<file path="config.mk">
export PLATFORM = sky130hd
export DESIGN_NAME = line_follow_steering_controller
export DESIGN_NICKNAME = d
export VERILOG_FILES = /design/src/sv/lfsc_pkg.sv /design/src/sv/lfsc_front.sv /design/src/sv/lfsc_queue.sv /design/src/sv/lfsc_div.sv /design/src/sv/lfsc_back.sv /design/src/sv/line_follow_steering_controller.sv
export SDC_FILE = /design/constraint.sdc
export NUM_CORES = 2
export LEC_CHECK = 0
export BUFFER_PORTS_ARGS = -buffer_cell sky130_fd_sc_hd__buf_2
export CAP_MARGIN = 20
export CORE_MARGIN = 2
export CORE_UTILIZATION = 65
export DETAILED_ROUTE_END_ITERATION = 8
export PLACE_DENSITY = 0.83
export SLEW_MARGIN = 20
export SYNTH_ARGS = -nofsm -noshare
export SYNTH_HDL_FRONTEND = slang
export SYNTH_SLANG_ARGS = --single-unit
</file>
<file path="constraint.sdc">
create_clock -name i_clk -period 23.8 [get_ports i_clk]
set_input_delay 2.38 -clock i_clk [delete_from_list [all_inputs] [get_ports i_clk]]
set_output_delay 2.38 -clock i_clk [all_outputs]
set_load 0.02 [all_outputs]
</file>
<file path="src/sv/lfsc_pkg.sv">
// ----------------------------------------------------------------------------
// lfsc_pkg
// Shared types, widths and codes of the line-follow steering controller.
// ----------------------------------------------------------------------------
`default_nettype none

package lfsc_pkg;

    // Defaults for the top-level parameters
    localparam int CAL_SAMPLES_DEF = 10;
    localparam int SAMPLE_BITS_DEF = 16;

    // Fixed widths (sized for the widest sample setting)
    localparam int IN_W    = 16;
    localparam int CNT_W   = 4;
    localparam int TOT_W   = 18;
    localparam int DIFF_W  = 19;
    localparam int SUM_W   = 22;
    localparam int PROD_W  = 30;
    localparam int DVD_W   = 28;
    localparam int DVS_W   = 18;
    localparam int STEER_W = 10;
    localparam int PULSE_W = 15;
    localparam int CIDX_W  = 3;
    localparam int CDAT_W  = 18;

    localparam int QDEPTH  = 2;

    localparam logic [8:0] STEER_CEIL = 9'd500;

    // Configuration register indexes
    localparam logic [CIDX_W-1:0] CFG_DEAD_BAND    = 3'd0;
    localparam logic [CIDX_W-1:0] CFG_GAIN         = 3'd1;
    localparam logic [CIDX_W-1:0] CFG_STEER_LIMIT  = 3'd2;
    localparam logic [CIDX_W-1:0] CFG_OFF_COURSE   = 3'd3;
    localparam logic [CIDX_W-1:0] CFG_PULSE_CENTER = 3'd4;

    // Configuration reset values
    localparam logic [15:0] RST_DEAD_BAND    = 16'd10;
    localparam logic [9:0]  RST_GAIN         = 10'd100;
    localparam logic [8:0]  RST_STEER_LIMIT  = 9'd500;
    localparam logic [17:0] RST_OFF_COURSE   = 18'd100;
    localparam logic [13:0] RST_PULSE_CENTER = 14'd1500;

    // Item kinds decided by the front end
    typedef logic [1:0] t_kind;
    localparam t_kind KIND_CAL      = 2'd0;
    localparam t_kind KIND_CAL_LAST = 2'd1;
    localparam t_kind KIND_RUN      = 2'd2;

    // Direction codes
    typedef logic [1:0] t_dir;
    localparam t_dir DIR_STRAIGHT = 2'd0;
    localparam t_dir DIR_LEFT     = 2'd1;
    localparam t_dir DIR_RIGHT    = 2'd2;

    typedef struct packed {
        t_kind                     kind;
        logic [TOT_W-1:0]          total;
        logic signed [DIFF_W-1:0]  diff;
    } t_item;

    typedef struct packed {
        logic [15:0] dead_band;
        logic [9:0]  gain;
        logic [8:0]  steer_limit;
        logic [17:0] off_course_total;
        logic [13:0] pulse_center;
    } t_cfg;

    typedef struct packed {
        logic signed [STEER_W-1:0] steer_value;
        logic [PULSE_W-1:0]        pulse_width;
        t_dir                      direction;
        logic                      calibrating;
        logic                      range_error;
    } t_result;

    typedef struct packed {
        logic             start;
        logic [DVD_W-1:0] dividend;
        logic [DVS_W-1:0] divisor;
    } t_div_req;

    typedef struct packed {
        logic             done;
        logic [DVD_W-1:0] quotient;
    } t_div_rsp;

endpackage

`default_nettype wire

</file>
<file path="src/sv/lfsc_front.sv">
// ----------------------------------------------------------------------------
// lfsc_front
// Accepts sensor readings, forms total and left/right difference, and tags
// each reading as calibration, last calibration or steering.
// ----------------------------------------------------------------------------
`default_nettype none

module lfsc_front import lfsc_pkg::*; #(
    parameter int CAL_SAMPLES = CAL_SAMPLES_DEF,
    parameter int SAMPLE_BITS = SAMPLE_BITS_DEF
) (
    input  wire logic              i_clk,
    input  wire logic              i_rst_n,
    input  wire logic              i_s_tvalid,
    output logic                   o_s_tready,
    input  wire logic [4*IN_W-1:0] i_s_tdata,
    input  wire logic              i_full,
    output logic                   o_push,
    output t_item                  o_item
);

    localparam logic [IN_W-1:0]  SMASK   = IN_W'((33'd1 << SAMPLE_BITS) - 33'd1);
    localparam logic [CNT_W-1:0] CAL_N   = CNT_W'(CAL_SAMPLES);
    localparam logic [CNT_W-1:0] CAL_TOP = CNT_W'(CAL_SAMPLES - 1);

    logic [CNT_W-1:0]  r_calib_count;
    logic [IN_W-1:0]   w_a, w_b, w_c, w_d;
    logic [DIFF_W-1:0] w_diff;

    assign w_a = i_s_tdata[IN_W-1:0]        & SMASK;
    assign w_b = i_s_tdata[2*IN_W-1:IN_W]   & SMASK;
    assign w_c = i_s_tdata[3*IN_W-1:2*IN_W] & SMASK;
    assign w_d = i_s_tdata[4*IN_W-1:3*IN_W] & SMASK;

    assign o_s_tready = !i_full;
    assign o_push     = i_s_tvalid && !i_full;

    // two's complement wrap at DIFF_W gives the signed difference
    assign w_diff = DIFF_W'(w_c) + DIFF_W'(w_d) - DIFF_W'(w_a) - DIFF_W'(w_b);

    always_comb begin
        o_item.total = TOT_W'(w_a) + TOT_W'(w_b) + TOT_W'(w_c) + TOT_W'(w_d);
        o_item.diff  = $signed(w_diff);
        if (r_calib_count < CAL_N) begin
            o_item.kind = (r_calib_count == CAL_TOP) ? KIND_CAL_LAST : KIND_CAL;
        end else begin
            o_item.kind = KIND_RUN;
        end
    end

    always_ff @(posedge i_clk) begin
        if (!i_rst_n) begin
            r_calib_count <= '0;
        end else if (o_push && (r_calib_count < CAL_N)) begin
            r_calib_count <= r_calib_count + CNT_W'(1);
        end
    end

endmodule

`default_nettype wire

</file>
<file path="src/sv/lfsc_queue.sv">
// ----------------------------------------------------------------------------
// lfsc_queue
// Short FIFO of classified requests between the front and back ends.
// ----------------------------------------------------------------------------
`default_nettype none

module lfsc_queue import lfsc_pkg::*; (
    input  wire logic  i_clk,
    input  wire logic  i_rst_n,
    input  wire logic  i_push,
    input  wire t_item i_item,
    output logic       o_full,
    input  wire logic  i_pop,
    output logic       o_valid,
    output t_item      o_item
);

    localparam int PTR_W = $clog2(QDEPTH);
    localparam int CNT_W_Q = $clog2(QDEPTH + 1);

    t_item              r_mem [QDEPTH];
    logic [PTR_W-1:0]   r_wr;
    logic [PTR_W-1:0]   r_rd;
    logic [CNT_W_Q-1:0] r_cnt;

    assign o_full  = (r_cnt == CNT_W_Q'(QDEPTH));
    assign o_valid = (r_cnt != '0);
    assign o_item  = r_mem[r_rd];

    always_ff @(posedge i_clk) begin
        if (i_push) begin
            r_mem[r_wr] <= i_item;
        end
    end

    always_ff @(posedge i_clk) begin
        if (!i_rst_n) begin
            r_wr  <= '0;
            r_rd  <= '0;
            r_cnt <= '0;
        end else begin
            if (i_push) begin
                r_wr <= r_wr + PTR_W'(1);
            end
            if (i_pop) begin
                r_rd <= r_rd + PTR_W'(1);
            end
            case ({i_push, i_pop})
                2'b10:   r_cnt <= r_cnt + CNT_W_Q'(1);
                2'b01:   r_cnt <= r_cnt - CNT_W_Q'(1);
                default: r_cnt <= r_cnt;
            endcase
        end
    end

endmodule

`default_nettype wire

</file>
<file path="src/sv/lfsc_div.sv">
// ----------------------------------------------------------------------------
// lfsc_div
// Restoring unsigned divider, one quotient bit per cycle.
// ----------------------------------------------------------------------------
`default_nettype none

module lfsc_div import lfsc_pkg::*; (
    input  wire logic     i_clk,
    input  wire logic     i_rst_n,
    input  wire t_div_req i_req,
    output t_div_rsp      o_rsp
);

    localparam int STEP_W = $clog2(DVD_W + 1);

    logic              r_busy;
    logic              r_done;
    logic [STEP_W-1:0] r_cnt;
    logic [DVS_W-1:0]  r_rem;
    logic [DVD_W-1:0]  r_quo;
    logic [DVS_W-1:0]  r_dvs;
    logic [DVS_W:0]    w_shift;
    logic [DVS_W+1:0]  w_trial;
    logic              w_ge;

    assign w_shift = {r_rem, r_quo[DVD_W-1]};
    assign w_trial = {1'b0, w_shift} - {2'b00, r_dvs};
    assign w_ge    = !w_trial[DVS_W+1];

    assign o_rsp.done     = r_done;
    assign o_rsp.quotient = r_quo;

    always_ff @(posedge i_clk) begin
        if (!i_rst_n) begin
            r_busy <= 1'b0;
            r_done <= 1'b0;
            r_cnt  <= '0;
        end else begin
            r_done <= 1'b0;
            if (i_req.start) begin
                r_busy <= 1'b1;
                r_cnt  <= STEP_W'(DVD_W);
            end else if (r_busy) begin
                r_cnt <= r_cnt - STEP_W'(1);
                if (r_cnt == STEP_W'(1)) begin
                    r_busy <= 1'b0;
                    r_done <= 1'b1;
                end
            end
        end
    end

    always_ff @(posedge i_clk) begin
        if (i_req.start) begin
            r_quo <= i_req.dividend;
            r_dvs <= i_req.divisor;
            r_rem <= '0;
        end else if (r_busy) begin
            r_rem <= w_ge ? w_trial[DVS_W-1:0] : w_shift[DVS_W-1:0];
            r_quo <= {r_quo[DVD_W-2:0], w_ge};
        end
    end

endmodule

`default_nettype wire

</file>
<file path="src/sv/lfsc_back.sv">
// ----------------------------------------------------------------------------
// lfsc_back
// Executes queued requests: calibration sum and average, direction with dead
// band, proportional magnitude through the serial divider, clamp, output.
// ----------------------------------------------------------------------------
`default_nettype none

module lfsc_back import lfsc_pkg::*; #(
    parameter int CAL_SAMPLES = CAL_SAMPLES_DEF
) (
    input  wire logic     i_clk,
    input  wire logic     i_rst_n,
    input  wire t_cfg     i_cfg,
    input  wire logic     i_q_valid,
    input  wire t_item    i_q_item,
    output logic          o_pop,
    output t_div_req      o_div_req,
    input  wire t_div_rsp i_div_rsp,
    output logic          o_m_tvalid,
    input  wire logic     i_m_tready,
    output t_result       o_res
);

    localparam logic [2:0] S_IDLE  = 3'd0;
    localparam logic [2:0] S_EVAL  = 3'd1;
    localparam logic [2:0] S_START = 3'd2;
    localparam logic [2:0] S_DIV   = 3'd3;
    localparam logic [2:0] S_FIN   = 3'd4;
    localparam logic [2:0] S_DONE  = 3'd5;

    // floor(sum / CAL_SAMPLES) by reciprocal multiply, exact for any sum
    // below 2**SUM_W while CAL_SAMPLES stays at or below 16
    localparam int REC_SH = SUM_W + 4;
    localparam int AVG_W  = SUM_W + REC_SH + 1;
    localparam logic [REC_SH:0] REC_M =
        (REC_SH + 1)'(((64'd1 << REC_SH) + 64'(CAL_SAMPLES) - 64'd1) / 64'(CAL_SAMPLES));

    logic [2:0]                r_state;
    t_item                     r_ent;
    logic [SUM_W-1:0]          r_sum;
    logic [TOT_W-1:0]          r_ref;
    logic signed [PROD_W-1:0]  r_prod;
    logic [DVS_W-1:0]          r_span;
    t_dir                      r_dir;
    t_result                   r_res;
    t_result                   r_out;
    logic                      r_out_valid;

    logic [TOT_W:0]            w_span;
    logic                      w_span_ok;
    logic signed [TOT_W:0]     w_err;
    logic signed [PROD_W-1:0]  w_prod;
    logic signed [DIFF_W:0]    w_diff;
    logic signed [DIFF_W:0]    w_band;
    t_dir                      w_dir;
    logic [DVD_W-1:0]          w_abs;
    logic [8:0]                w_lim;
    logic [8:0]                w_magc;
    logic signed [STEER_W-1:0] w_mag;
    logic signed [STEER_W-1:0] w_steer;
    logic signed [PULSE_W:0]   w_pulse;
    logic [PULSE_W-1:0]        w_pulse_sat;
    logic                      w_out_free;
    logic [AVG_W-1:0]          w_avg_full;

    assign o_pop      = (r_state == S_IDLE) && i_q_valid;
    assign w_out_free = !r_out_valid || i_m_tready;
    assign o_m_tvalid = r_out_valid;
    assign o_res      = r_out;

    // span = reference - off-course total; must be strictly positive
    assign w_span    = {1'b0, r_ref} - {1'b0, i_cfg.off_course_total};
    assign w_span_ok = !w_span[TOT_W] && (w_span != '0);
    assign w_err     = $signed({1'b0, r_ref}) - $signed({1'b0, r_ent.total});
    assign w_prod    = PROD_W'($signed({1'b0, i_cfg.gain}) * w_err);

    assign w_diff = DIFF_W'(r_ent.diff) + (DIFF_W + 1)'(0);
    assign w_band = $signed({4'b0000, i_cfg.dead_band});

    assign w_avg_full = AVG_W'(r_sum) * AVG_W'(REC_M);

    always_comb begin
        if (w_diff > w_band) begin
            w_dir = DIR_LEFT;
        end else if (w_diff < -w_band) begin
            w_dir = DIR_RIGHT;
        end else begin
            w_dir = DIR_STRAIGHT;
        end
    end

    assign w_abs = r_prod[PROD_W-1] ? DVD_W'(-r_prod) : DVD_W'(r_prod);

    // clamp magnitude, then restore sign of the product and apply direction
    assign w_lim  = (i_cfg.steer_limit > STEER_CEIL) ? STEER_CEIL : i_cfg.steer_limit;
    assign w_magc = (i_div_rsp.quotient > DVD_W'(w_lim)) ? w_lim
                                                         : i_div_rsp.quotient[8:0];
    assign w_mag  = r_prod[PROD_W-1] ? -$signed({1'b0, w_magc}) : $signed({1'b0, w_magc});

    always_comb begin
        case (r_dir)
            DIR_LEFT:  w_steer = w_mag;
            DIR_RIGHT: w_steer = -w_mag;
            default:   w_steer = '0;
        endcase
    end

    assign w_pulse = $signed({2'b00, i_cfg.pulse_center})
                   + (PULSE_W + 1)'(r_res.steer_value);
    assign w_pulse_sat = w_pulse[PULSE_W] ? '0 : w_pulse[PULSE_W-1:0];

    always_comb begin
        o_div_req.start    = (r_state == S_START);
        o_div_req.dividend = w_abs;
        o_div_req.divisor  = r_span;
    end

    always_ff @(posedge i_clk) begin
        if (!i_rst_n) begin
            r_state     <= S_IDLE;
            r_sum       <= '0;
            r_ref       <= '0;
            r_out_valid <= 1'b0;
        end else begin
            if ((r_state == S_DONE) && w_out_free) begin
                r_out_valid <= 1'b1;
            end else if (i_m_tready) begin
                r_out_valid <= 1'b0;
            end
            unique case (r_state)
                S_IDLE: begin
                    if (i_q_valid) begin
                        r_state <= S_EVAL;
                    end
                end
                S_EVAL: begin
                    if (r_ent.kind == KIND_RUN) begin
                        r_state <= w_span_ok ? S_START : S_DONE;
                    end else begin
                        r_sum   <= r_sum + SUM_W'(r_ent.total);
                        r_state <= (r_ent.kind == KIND_CAL_LAST) ? S_FIN : S_DONE;
                    end
                end
                S_START: begin
                    r_state <= S_DIV;
                end
                S_DIV: begin
                    if (i_div_rsp.done) begin
                        r_state <= S_FIN;
                    end
                end
                S_FIN: begin
                    if (r_ent.kind == KIND_CAL_LAST) begin
                        r_ref <= w_avg_full[REC_SH +: TOT_W];
                    end
                    r_state <= S_DONE;
                end
                S_DONE: begin
                    if (w_out_free) begin
                        r_state <= S_IDLE;
                    end
                end
                default: begin
                    r_state <= S_IDLE;
                end
            endcase
        end
    end

    // payload path
    always_ff @(posedge i_clk) begin
        if (o_pop) begin
            r_ent <= i_q_item;
        end
        if (r_state == S_EVAL) begin
            r_dir  <= w_dir;
            r_prod <= w_prod;
            r_span <= w_span[DVS_W-1:0];
            r_res.steer_value <= '0;
            r_res.pulse_width <= '0;
            if (r_ent.kind == KIND_RUN) begin
                r_res.direction   <= w_dir;
                r_res.calibrating <= 1'b0;
                r_res.range_error <= !w_span_ok;
            end else begin
                r_res.direction   <= DIR_STRAIGHT;
                r_res.calibrating <= 1'b1;
                r_res.range_error <= 1'b0;
            end
        end
        if ((r_state == S_FIN) && (r_ent.kind == KIND_RUN)) begin
            r_res.steer_value <= w_steer;
        end
        if ((r_state == S_DONE) && w_out_free) begin
            r_out <= '{steer_value: r_res.steer_value,
                       pulse_width: w_pulse_sat,
                       direction:   r_res.direction,
                       calibrating: r_res.calibrating,
                       range_error: r_res.range_error};
        end
    end

endmodule

`default_nettype wire

</file>
<file path="src/sv/line_follow_steering_controller.sv">
// A reading passes the queue, then the back-end states EVAL and DONE for a
// calibration or range-error reading, EVAL, FIN and DONE for the last calibration
// reading, and EVAL, START, DIV, FIN and DONE for a steering reading.
// The back end takes one reading at a time, so a steering reading holds the next
// one back while the 28-step restoring divider runs.
// Reset (i_rst_n low, synchronous) restarts calibration and reloads defaults.
// ----------------------------------------------------------------------------
// line_follow_steering_controller
// Proportional line-follow steering with start-up brightness calibration.
// ----------------------------------------------------------------------------
`default_nettype none

module line_follow_steering_controller import lfsc_pkg::*; #(
    parameter int CAL_SAMPLES = CAL_SAMPLES_DEF,
    parameter int SAMPLE_BITS = SAMPLE_BITS_DEF
) (
    input  wire logic              i_clk,
    input  wire logic              i_rst_n,
    input  wire logic              i_s_tvalid,
    output logic                   o_s_tready,
    // [15:0] clear_a, [31:16] clear_b, [47:32] clear_c, [63:48] clear_d
    input  wire logic [4*IN_W-1:0] i_s_tdata,
    output logic                   o_m_tvalid,
    input  wire logic              i_m_tready,
    // [9:0] steer_value, [24:10] pulse_width, [26:25] direction, [31:27] zero
    output logic [31:0]            o_m_tdata,
    // [0] calibrating, [1] range_error
    output logic [1:0]             o_m_tuser,
    input  wire logic              i_cfg_valid,
    output logic                   o_cfg_ready,
    input  wire logic [CIDX_W-1:0] i_cfg_index,
    input  wire logic [CDAT_W-1:0] i_cfg_data
);

    t_cfg     r_cfg;
    logic     w_push;
    logic     w_full;
    logic     w_pop;
    logic     w_q_valid;
    t_item    w_f_item;
    t_item    w_q_item;
    t_div_req w_div_req;
    t_div_rsp w_div_rsp;
    t_result  w_res;

    assign o_cfg_ready = 1'b1;

    always_ff @(posedge i_clk) begin
        if (!i_rst_n) begin
            r_cfg.dead_band        <= RST_DEAD_BAND;
            r_cfg.gain             <= RST_GAIN;
            r_cfg.steer_limit      <= RST_STEER_LIMIT;
            r_cfg.off_course_total <= RST_OFF_COURSE;
            r_cfg.pulse_center     <= RST_PULSE_CENTER;
        end else if (i_cfg_valid) begin
            unique case (i_cfg_index)
                CFG_DEAD_BAND:    r_cfg.dead_band        <= i_cfg_data[15:0];
                CFG_GAIN:         r_cfg.gain             <= i_cfg_data[9:0];
                CFG_STEER_LIMIT:  r_cfg.steer_limit      <= i_cfg_data[8:0];
                CFG_OFF_COURSE:   r_cfg.off_course_total <= i_cfg_data[17:0];
                CFG_PULSE_CENTER: r_cfg.pulse_center     <= i_cfg_data[13:0];
                default:          r_cfg                  <= r_cfg;
            endcase
        end
    end

    lfsc_front #(
        .CAL_SAMPLES (CAL_SAMPLES),
        .SAMPLE_BITS (SAMPLE_BITS)
    ) u_front (
        .i_clk      (i_clk),
        .i_rst_n    (i_rst_n),
        .i_s_tvalid (i_s_tvalid),
        .o_s_tready (o_s_tready),
        .i_s_tdata  (i_s_tdata),
        .i_full     (w_full),
        .o_push     (w_push),
        .o_item     (w_f_item)
    );

    lfsc_queue u_queue (
        .i_clk   (i_clk),
        .i_rst_n (i_rst_n),
        .i_push  (w_push),
        .i_item  (w_f_item),
        .o_full  (w_full),
        .i_pop   (w_pop),
        .o_valid (w_q_valid),
        .o_item  (w_q_item)
    );

    lfsc_div u_div (
        .i_clk   (i_clk),
        .i_rst_n (i_rst_n),
        .i_req   (w_div_req),
        .o_rsp   (w_div_rsp)
    );

    lfsc_back #(
        .CAL_SAMPLES (CAL_SAMPLES)
    ) u_back (
        .i_clk      (i_clk),
        .i_rst_n    (i_rst_n),
        .i_cfg      (r_cfg),
        .i_q_valid  (w_q_valid),
        .i_q_item   (w_q_item),
        .o_pop      (w_pop),
        .o_div_req  (w_div_req),
        .i_div_rsp  (w_div_rsp),
        .o_m_tvalid (o_m_tvalid),
        .i_m_tready (i_m_tready),
        .o_res      (w_res)
    );

    assign o_m_tdata = {5'b00000, w_res.direction, w_res.pulse_width, w_res.steer_value};
    assign o_m_tuser = {w_res.range_error, w_res.calibrating};

endmodule

`default_nettype wire

</file>
==> results.toml <==
[floorplan]
rows = 88
die_h_um = 245
io_pins = 127
core_area_um2 = 57600
die_width_um = 245
start_util_pct = 65.6
dieArea_um2 = 60000

[synthesis]
async_flop_share_pct = 0
synth-adder-area-share_pct = 33.8
ys_seq_area_share_pct = 27.7
ys.flop_type = "edfxtp_1"
synth-simple-area-share_pct = 12.5
synthCells = 3899
synthXorXnorAreaFrac_pct = 5.01
synth-edff-count = 252
synth_top_cells_by_area = "edfxtp_1, fa_1, ha_1"
synth_top_area_share_pct = 20.0
ys_seq_elements = 396
yosysTopAreaCell = "edfxtp_1"
synth_top_family_by_area = "adder cells"
synth_mux_area_share_pct = 1.76
synth.avg_cell_area_um2 = 9.68
yosysMostFrequentCell = "inv_1"
synth-compound-area-share_pct = 11.5
synth_area_um2 = 37700
netlist_top_cells_count = "inv_1, ha_1, nand2_1"
synth.distinct_cells = 81
ys.warnings.count = 0

[timing]
tightest_slew_ns = 1.04
max_freq_ghz = 0.113
rsz0062_at_grt = "false"
postLayoutSetupSlackWorst_ns = 14.99
tns_ns = 0
drv_slew = 0
hold_viol = 0
max-slew-margin-rel_pct = 29.0
finalSetupViolCount = 0
finalCritPeriodShare_pct = 37.0
fin_worst_skew_ns = 0.0162
fin_crit_ns = 8.81

[grt]
grt-ovfl-total = 0
grt_pass1_vias = 28100
grt_pass1_wl_mm = 138
antenna_found_initial = 3
grt_usage_pct = 28.8
grt_max_degree = 80

[place]
pre_cts_ws_ns = 15.05
gp_congestion = 0.939
dp_hpwl_mm = 66.6
port_buffers = 120

[cells_and_area]
final-seq-area_um2 = 10500
nets = 4885
multiInputGateArea_um2 = 24400
drive_gt1_share_pct = 7.27
syn2layout_area_growth_pct = 7.26
fin_util_pct = 70.3
fill_cells = 4176

[worst_setup_path]
start_kind = "flop"
end_kind = "flop"
reg2reg_depth = 32
crit_slowest_cell = "nor3_1"
ff2ff_setup_slack_ns = 14.99
critical_path_class = "reg -> reg"
worstPathArrival_ns = 9.12
critPathMaxStageDelay_ns = 0.74
crit_path_start = "u_back.r_ent[20]$_DFFE_PP_"
cp_max_fo = 10
crit_required_ns = 24.11
rr_startpoint = "u_back.r_ent[20]$_DFFE_PP_"
r2r_end = "u_back.r_prod[29]$_DFFE_PP_"

[clock_tree]
insertion_delay_ns = 0.57
clock_sinks = 396
hold_buffers = 0
cts_setup_buffers = 0
htree_levels = 2
cts_resized = 0
cts_root_buf = "clkbuf_16"
clk_pin_slew_worst_paths_ns = 0.06
numCtsBuffers = 41
cts_tree = "built"
clk_path_buf_depth = 3

[drt]
drt_iter0_drc = 1840
via_count = 27500
viasPerCell = 5.76
route.detailed.drc = 0
routed_wl_mm = 83.4
drtAntennaViolNets = 0
dr.pass1.iters = 6
wire_per_inst_um = 17.4

[status]
status = "complete, no violations"

[hold_path]
holdPathStages = 0
hold_end = "u_div.r_dvs[11]$_DFFE_PP_"
holdCritPathClass = "reg -> reg"
worst_hold_startpoint = "u_back.r_span[11]$_DFFE_PP_"

[run]
maxCapViolations = 0
==> kinds of logic after synthesis <==
group	count (synthesis)
flip-flops	396
AND/OR/NAND/NOR	967
other	2
buffers and inverters	778
AO/OA/AOI/OAI	670
adder cells (fa/ha/maj)	810
XOR/XNOR	216
multiplexers	60
==> stage by stage <==
stage	area (um^2)	std cells	hold slack, ns
2_1_floorplan	37800	3903	0.400
3_3_place_gp	39100	4707	0.401
3_5_place_dp	39100	4707	0.405
4_1_cts	40500	4780	0.405
5_1_grt	40500	4783	0.423
6_report	40500	4783	0.411
==> final cells by class <==
class,count,share of cell area [%]
multi-input cells,2729,60.3
well taps,765,2.36
repair buffers,136,1.82
diodes,2,0.0124
clock inverters,21,0.494
flip-flops and latches,396,25.8
inverters,682,6.32
clock buffers,52,2.89
==> critical path: cells and delay by family, from the launching register on <==
| kind | cells | cell delay [ns] |
|---|---|---|
| AO/OA/AOI/OAI | 13 | 2.71 |
| flip-flops | 1 | 0.44 |
| XOR/XNOR | 1 | 0.12 |
| buffers and inverters | 5 | 0.33 |
| AND/OR/NAND/NOR | 6 | 1.87 |
| adder cells (fa/ha/maj) | 7 | 3.06 |
==> sequential cells by signal, indices dropped and copies added, names as in the netlist, 2 cells and up <==
name	count
u_queue.r_mem	76
r_cfg	67
u_back.r_ent	38
u_back.o_res	29
u_back.r_prod	29
u_div.r_quo	28
u_back.r_sum	22
u_back.r_ref	18
u_back.r_span	18
u_div.r_dvs	18
u_div.r_rem	18
u_back.r_res	14
u_div.r_cnt	5
u_front.r_calib_count	4
u_back.r_state	3
u_back.r_dir	2
u_queue.r_cnt	2
==> worst max-delay path by stage <==
stage                                  endpoint  cells after the start
floorplan           u_back.r_prod[29]$_DFFE_PP_                     32
global placement    u_back.r_prod[29]$_DFFE_PP_                     30
detailed placement  u_back.r_prod[29]$_DFFE_PP_                     31
CTS                 u_back.r_prod[29]$_DFFE_PP_                     31
global route        u_back.r_prod[29]$_DFFE_PP_                     32
finish              u_back.r_prod[29]$_DFFE_PP_                     32
==> layout by cell type, fill, tap and decap left out, types with 17 or more instances in the layout <==
cell type  instances
o21ai_0          156
a21o_1            56
nor3_1            50
ha_1             461
mux2_2            42
buf_2            119
clkbuf_16         44
mux2i_1           17
o211ai_1          23
and2_1           129
fa_1             348
xnor2_1          135
nand3_1           53
o21bai_1          27
nor4_1            19
inv_1            681
or3_1             24
and3_1            20
or2_2             17
dfxtp_1          144
a21boi_0          53
nand2b_1          18
nor2b_1           60
nand4_1           19
a21oi_1          176
o21a_1            34
nor2_1           156
nand2_1          353
edfxtp_1         252
xor2_1            81
==> metal layers <==
metal | vias to the layer above | share of wire, % | GRT usage (%) | wire length [um]
met5 | - | 0 | 0 | 0
met4 | 0 | 4.4 | 12.5 | 3660
met3 | 208 | 6.8 | 4.68 | 5670
met2 | 912 | 47 | 47.6 | 39400
met1 | 13300 | 42 | 37.6 | 34700
li1 | 13100 | - | - | -
Power is left out: the tool's default activity adds up to more than one toggle a clock period on the data nets, which glitch-free logic cannot reach.
